$ cat src/design/rsw_pkg.sv
package rsw_pkg;

  localparam int ENTRIES = 32;

  typedef enum logic [1:0] {
    FUNC_CLEAR  = 2'd0,
    FUNC_INSERT = 2'd1,
    FUNC_WB     = 2'd2,
    FUNC_ISSUE  = 2'd3
  } func_t;

  typedef enum logic [1:0] {
    CLS_REG_IMM  = 2'd0,
    CLS_REG_REG  = 2'd1,
    CLS_BASE_OFF = 2'd2,
    CLS_UNKNOWN  = 2'd3
  } op_class_t;

  typedef enum logic [1:0] {
    ERR_NONE    = 2'd0,
    ERR_FULL    = 2'd1,
    ERR_UNKNOWN = 2'd2
  } err_t;

  typedef enum logic [1:0] {
    ST_IDLE = 2'd0,
    ST_SCAN = 2'd1,
    ST_DONE = 2'd2
  } state_t;

  typedef struct packed {
    logic [1:0]  cls;
    logic [31:0] insn;
    logic [4:0]  rob;
    logic [31:0] imm;
    logic        wait_a;
    logic [4:0]  tag_a;
    logic [31:0] value_a;
    logic        wait_b;
    logic [4:0]  tag_b;
    logic [31:0] value_b;
  } entry_t;

  typedef struct packed {
    logic        clear;
    logic        insert;
    logic        wb;
    logic        issue;
    logic [4:0]  wb_tag;
    logic [31:0] wb_value;
  } cmd_t;

  typedef struct packed {
    logic take;
  } chain_t;

endpackage

$ cat src/design/rsw_cell.sv
module rsw_cell import rsw_pkg::*; (
  input  logic   clk,
  input  logic   rst_n,
  input  cmd_t   cmd,
  input  entry_t new_entry,
  input  chain_t ins_in,
  output chain_t ins_out,
  input  chain_t iss_in,
  output chain_t iss_out,
  output logic   valid,
  output logic   picked,
  output entry_t data
);

  logic   valid_r, valid_nxt;
  entry_t ent_r, ent_nxt;
  logic   ready;
  logic   do_ins;

  assign ready  = valid_r && !ent_r.wait_a && !ent_r.wait_b;
  assign do_ins = cmd.insert && ins_in.take && !valid_r;
  assign ins_out.take = ins_in.take && valid_r;
  assign picked = cmd.issue && iss_in.take && ready;
  assign iss_out.take = iss_in.take && !ready;
  assign valid = valid_r;
  assign data  = ent_r;

  always_comb begin
    valid_nxt = valid_r;
    ent_nxt   = ent_r;
    if (cmd.clear) begin
      valid_nxt = 1'b0;
    end else if (do_ins) begin
      valid_nxt = 1'b1;
      ent_nxt   = new_entry;
    end else if (picked) begin
      valid_nxt = 1'b0;
    end else if (cmd.wb && valid_r) begin
      if (ent_r.wait_a && ent_r.tag_a == cmd.wb_tag) begin
        ent_nxt.wait_a  = 1'b0;
        ent_nxt.value_a = cmd.wb_value;
      end
      if (ent_r.wait_b && ent_r.tag_b == cmd.wb_tag) begin
        ent_nxt.wait_b  = 1'b0;
        ent_nxt.value_b = cmd.wb_value;
      end
    end
  end

  always_ff @(posedge clk) begin
    if (!rst_n) begin
      valid_r <= 1'b0;
    end else begin
      valid_r <= valid_nxt;
    end
    ent_r <= ent_nxt;
  end

endmodule

$ cat config.mk
export PLATFORM = sky130hd
export DESIGN_NAME = rsw_cell
export DESIGN_NICKNAME = d
export VERILOG_FILES = /design/src/design/rsw_pkg.sv /design/src/design/rsw_cell.sv
export SDC_FILE = /design/constraint.sdc
export NUM_CORES = 1
export LEC_CHECK = 0
export BUFFER_PORTS_ARGS = -buffer_cell sky130_fd_sc_hd__buf_2
export CORE_MARGIN = 2
export CORE_UTILIZATION = 24
export CTS_BUF_LIST = sky130_fd_sc_hd__clkbuf_8
export DETAILED_ROUTE_END_ITERATION = 10
export SYNTH_ARGS = -nofsm -noshare
export SYNTH_HDL_FRONTEND = slang
export SYNTH_SLANG_ARGS = --single-unit
$ cat constraint.sdc
create_clock -name clk -period 13.4 [get_ports clk]
set_clock_uncertainty 0.1 [all_clocks]
set_input_delay 2.68 -clock clk [delete_from_list [all_inputs] [get_ports clk]]
set_output_delay 2.68 -clock clk [all_outputs]
set_load 0.02 [all_outputs]
==> results of run 1 <==
[metal layers]
layer / track usage [%] / vias to the layer above / part of all wire, %
li1: - / 1931 / -
met1: 13.4 / 1857 / 35
met2: 24.1 / 245 / 50
met3: 7.43 / 25 / 13
met4: 5.82 / 4 / 2.6
met5: 0 / - / 0.15
[layout by cell type (no fill, tap or decap), drive strengths merged, types with 2 or more instances in the layout]
master / instances
inv: 9
and2: 3
xnor2: 10
clkinv: 4
o22ai: 2
nand2: 160
clkinvlp: 2
nor2: 2
edfxtp: 147
clkbuf: 17
buf: 347
and3b: 2
nand4: 3
[power by group]
| part | internal, mW | switching (mW) |
|---|---|---|
| Combinational | 0.0370 | 0.0556 |
| Clock | 0.138 | 0.195 |
| Sequential | 0.527 | 0.00420 |
[worst max-delay path, stage by stage]
cell      delay (ns)
buf_2           0.09
a21boi_0        0.19
buf_2           0.20
[final cells by class]
type | count | area [sq um] | share of cell area, %
flip-flops and latches | 148 | 4430 | 57.1
repair buffers | 347 | 1750 | 22.5
multi-input cells | 189 | 857 | 11.0
well taps | 280 | 350 | 4.51
clock buffers | 17 | 234 | 3.01
clock inverters | 15 | 140 | 1.80
[state kept, by name, summed over array words and instances, names as in the netlist]
signal  flops
data      147
valid       1
[final timing paths]
kind | from | to | slack, ns | depth (start not counted)
setup reg to reg | valid | data[84] | 10.94 | 4
hold reg to reg | valid | valid | 0.58 | 2
hold / removal | valid | valid | 0.58 | 2
setup / recovery | iss_in | iss_out | 7.46 | 3
[cell families after synthesis]
| kind of cell | synth area share, % |
|---|---|
| and+or+nand+nor | 13.3 |
| DFF | 83.1 |
| xor gates and xnor gates | 1.64 |
| buffers and inverters | 1.50 |
| AOI/OAI and AO/OA | 0.469 |
==> metrics.md, run 1 <==
| Metric | Value |
|---|---|
| Leak | `about 3.4 nW` |
| Number of synthesized flops with an enable pin | `147` |
| Final Cycle Share | `~44%` |
| DPL Wire Length | `12500 microns` |
| Setup CP Type | `input port to output pin` |
| Resize count post-CTS | `0` |
| PwrDens | `roughly 120 mW/mm^2` |
| Hold Path Class | `flop to flop` |
| Worst-Skew Late Latency | `roughly 0.43 ns` |
| Tot Pwr | `about 0.96 mW` |
| Via count | `about 4100` |
| Crit path time final | `about 6 ns` |
| Vias per cell | `slightly above 4` |
| Hold Fails Final Rpt | `0` |
| Max frequency | `roughly 170 MHz` |
| NumNets Final | `approximately 900` |
| Die X-Extent | `about 150 microns` |
| Post-DP Area | `0.00739 sq mm` |
| Gr usage total | `roughly 14%` |
| Root buf cell | `clkbuf_8` |
| TNS Setup | `0 ns` |
| Initial core utilization | `24.4%` |
| CTS tree | `built` |
| Reg clk slew, reported paths | `about 0.10 ns` |
| Core area | `approximately 0.022 sq mm` |
| Final Setup Violations | `0` |
| Filler cell count | `approximately 2200` |
| DRC errors left | `0` |
| Worst-Margin Slew | `between 0.8 and 0.9 ns` |
| Area leader, netlist | `edfxtp_1` |
| Pre-CTS setup slack | `between 7 and 8 ns` |
| WHS | `0.578 ns` |
| Clock Path Buffers | `2` |
| Async SR Flop Fraction | `0%` |
| Die Y | `153 microns` |
| Layout cells sized above 1 | `a little over half` |
| CTS Buf Count | `17` |
| Final Instance Area | `between 0.007 and 0.008 sq mm` |
| Hold-fix buffers, CTS | `0` |
| Top-count cell post-synth | `nand2_1` |
| RSZ-0062 raised after global routing | `false` |
| #FFs+latches synth | `around 150` |
| Status | `finished, final reports clean` |
| Largest net degree at the start of global routing | `between 70 and 80` |
| CTS H-Tree Depth | `4` |
| IO Port Bufs | `roughly 340` |
| Synthesis-to-finish area growth | `45.5%` |
| Area share of the largest cell type after synthesis | `between 80% and 90%` |
| Crit Path Max Fanout | `3` |
| Placed cells | `~960` |
| VDD IR max | `0.0578 mV` |
| Sink Count | `148` |
| First-pass GRT wire length | `around 24000 microns` |
| Total routed wirelength | `approximately 16000 microns` |
| Commonest cells post-synth | `nand2_1, edfxtp_1, xnor2_1` |
| Global route total overflow | `0` |
| Finished Layout Cells | `between 900 and 1000` |
| Gpl congestion | `~0.77` |
| Arrival time of the worst setup path | `between 3 and 4 ns` |
| Syn_nets | `540` |
| DRT Pass-1 Iters | `4` |
| Post-Syn Area | `around 0.0053 sq mm` |
| Register area share after synthesis | `approximately 83%` |
| Die ar. | `between 0.02 and 0.025 sq mm` |
| DR iter-0 viols | `187` |
| Synth Flop Type | `edfxtp_1` |
| Ys Warns | `0` |
| Finished Core Util | `35.6%` |
| ANT nets after route | `0` |
| Final worst setup slack | `around 7.5 ns` |
| MaxCap Viol Count | `0` |
| CP Capture Type | `output pin` |
| Worst Path Required | `roughly 11 ns` |
| # diodes | `0` |
| Max-slew headroom | `41.9%` |
| Antenna violations before repair | `3` |
| Max-slew violation count | `0` |
| Top cells by area, synth | `edfxtp_1, nand2_1, xnor2_1, buf_6, buf_2` |
| Wire per inst | `approximately 16 microns` |
| Critical Path Source Type | `input port` |
| Cell count after synthesis | `approximately 350` |
| # Post-CTS Setup Buffers | `0` |
| Vias in the first global route | `approximately 4200` |
| Ports | `around 340` |
| Site row count | `54` |
| Netlist cell types | `19` |
| Mapped Avg Cell Area | `15.3 sq um` |
(Power assumes the default switching activity.)
==> inputs of run 2 (changes only) <==
==> constraint.sdc (replaced) <==
create_clock -name clk -period 6.2 [get_ports clk]
set_clock_uncertainty 0.1 [all_clocks]
set_input_delay 1.24 -clock clk [delete_from_list [all_inputs] [get_ports clk]]
set_output_delay 1.24 -clock clk [all_outputs]
set_load 0.02 [all_outputs]
==> run 2 against run 1 <==
Effect of this change: sequential share of layout area shrank 0.37 points; critical path depth increased by 1; sequential power increased by 120%; wire length grew 1.2%.
==> metrics.md, run 2 (synthesized netlist as in run 1, its figures left out) <==
| Metric | Value |
|---|---|
| Arrival time of the worst setup path | `3.00 ns (-0.16 ns)` |
| First-pass GRT wire length | `23800 microns (-0.15%)` |
| Crit Path Max Fanout | `81 (+78)` |
| Max-slew violation count | `0 (unchanged)` |
| Largest net degree at the start of global routing | `82 (+14%)` |
| DR iter-0 viols | `177 (-5.3%)` |
| Layout cells sized above 1 | `53.6% (+0.14 points)` |
| DPL Wire Length | `12700 microns (+1.9%)` |
| MaxCap Viol Count | `0 (unchanged)` |
| Initial core utilization | `24.4% (unchanged)` |
| Grt met2 use | `24.6% (+0.49 points)` |
| Critical Path Source Type | `input port` |
| Reg2Reg Launch Point | `valid` |
| Ports | `343 (unchanged)` |
| Global route total overflow | `0 (unchanged)` |
| Worst-Margin Slew | `1.04 ns (+0.169 ns)` |
| Via count | `4077 (+0.37%)` |
| Met3 Usage GRT | `7.37% (-0.057 points)` |
| Worst-Skew Late Latency | `0.44 ns (about the same)` |
| Vias in the first global route | `4184 (-1.3%)` |
| Busiest grt layer | `met2` |
| Total routed wirelength | `16500 microns (+1.2%)` |
| # diodes | `0 (unchanged)` |
| Finished Core Util | `35.8% (+0.23 points)` |
| Hold Fails Final Rpt | `0 (unchanged)` |
| Hold-fix buffers, CTS | `0 (unchanged)` |
| DRT Pass-1 Iters | `4 (unchanged)` |
| PwrDens | `270 mW/mm^2 (+120%)` |
| Max frequency | `329 MHz` |
| R2r worst-path depth | `3 (-1)` |
| Core area | `0.0218 sq mm (unchanged)` |
| WHS Endpoint | `valid` |
| Worst reg-to-reg setup slack | `3.53 ns (-7.41 ns)` |
| CTS tree | `built` |
| Clock Path Buffers | `2 (unchanged)` |
| Final Setup Violations | `0 (unchanged)` |
| Antenna violations before repair | `4 (+1)` |
| Leading cell types in the layout, fill and taps excluded | `buf_2, nand2_1, edfxtp_1` |
| Synthesis-to-finish area growth | `46.5%` |
| Crit path time final | `3.04 ns` |
| Site row count | `54 (unchanged)` |
| Gpl congestion | `0.804 (+4.2%)` |
| Worst Path Required | `6.16 ns (-4.46 ns)` |
| CP Capture Type | `flop` |
| Tot Pwr | `2.11 mW (+120%)` |
| TNS Setup | `0 ns (unchanged)` |
| ANT nets after route | `0 (unchanged)` |
| RSZ-0062 raised after global routing | `false` |
| Filler cell count | `2201 (+0.78%)` |
| CTS Buf Count | `17 (unchanged)` |
| # Post-CTS Setup Buffers | `0 (unchanged)` |
| CTS H-Tree Depth | `4 (unchanged)` |
| Hold Path Class | `flop to flop` |
| Vias per cell | `4.09 (+0.37%)` |
| NumNets Final | `895 (unchanged)` |
| Status | `finished, final reports clean` |
| Resize count post-CTS | `0 (unchanged)` |
| Most frequent standard cell in the layout excluding fill and tap cells | `buf_2` |
| Worst Hold Launch | `valid` |
| Max-slew headroom | `30.6% (-11 points)` |
| VDD IR max | `0.119 mV (+110%)` |
| Final Cycle Share | `49.0%` |
| Wire per inst | `16.5 microns (+1.2%)` |
| Setup CP Type | `input port to flop` |
| Leak | `3.46 nW (+0.53%)` |
| Die X-Extent | `153 microns (unchanged)` |
| DRC errors left | `0 (unchanged)` |
| Reg clk slew, reported paths | `0.09 ns (about the same)` |
| M1 GR Usage | `13.7% (+0.34 points)` |
| Sink Count | `148 (unchanged)` |
| Gr usage total | `13.8% (+0.053 points)` |
| Die ar. | `0.0234 sq mm (unchanged)` |
| Reg2reg end | `data[102]` |
| Max reg flops | `147 (unchanged)` |
| Die Y | `153 microns (unchanged)` |
| Root buf cell | `clkbuf_8` |
| IO Port Bufs | `342 (unchanged)` |
| WHS Path Cells | `2 (unchanged)` |
==> run 2: changes by cell type in the layout (fill, tap and decap cells not counted) <==
cell and delta:
clkinvlp_4 -1, clkinv_1 -1, clkinv_2 -1, clkinv_8 +6
inv_6 -3, inv_8 -2, clkinv_4 +2
==> run 2: critical path, cell delays in order <==
cell	delay, ns
buf_2	0.09
nand3b_1	0.56
nor2_4	0.23
buf_4	0.78
==> run 2: metrics by stage <==
| step | hold WS [ns] | instance area [sq um] | worst slack (ns) | cells |
|---|---|---|---|---|
| after CTS | 0.591 | 7820 | 3.15 | 996 |
| after detailed placement | 0.577 | 7390 | 2.64 | 964 |
| after floorplan | 0.571 | 5340 | 0.568 | 348 |
| final | 0.579 | 7820 | 3.16 | 996 |
| after global routing | 0.623 | 7820 | 3.01 | 996 |
| after global placement | 0.561 | 7390 | 2.72 | 964 |
==> run 2: worst max-delay path by stage <==
stage	endpoint	slack, ns	start	cells past startpoint
global route	data[92]	3.01	cmd[39]	4
CTS	data[102]	3.15	ins_in	4
finish	data[102]	3.16	ins_in	4
detailed placement	data[79]	2.64	ins_in	4
global placement	data[82]	2.72	ins_in	4
floorplan	data[100]	0.57	cmd[39]	3
==> run 2: area by class of cell <==
cell class	count	area, sq um	share of cell area, %
clock buffer	17	234	2.99
clock inverter	15	190	2.43
multi-input combinational	189	857	11.0
sequential	148	4430	56.7
tap	280	350	4.48
timing repair buffer	347	1750	22.4
==> run 2: where the power goes <==
group | internal, mW | total (mW) | switching, mW
Combinational | 0.0801 | 0.201 | 0.121
Sequential | 1.14 | 1.15 | 0.00917
Clock | 0.310 | 0.761 | 0.450
Total | 1.53 | 2.11 | 0.580
==> run 2: metal layers <==
layer | vias to the layer above | wire [microns]
li1 | 1932 | -
met1 | 1878 | 5760
met2 | 243 | 8380
met3 | 18 | 2040
met4 | 6 | 236
met5 | - | 38
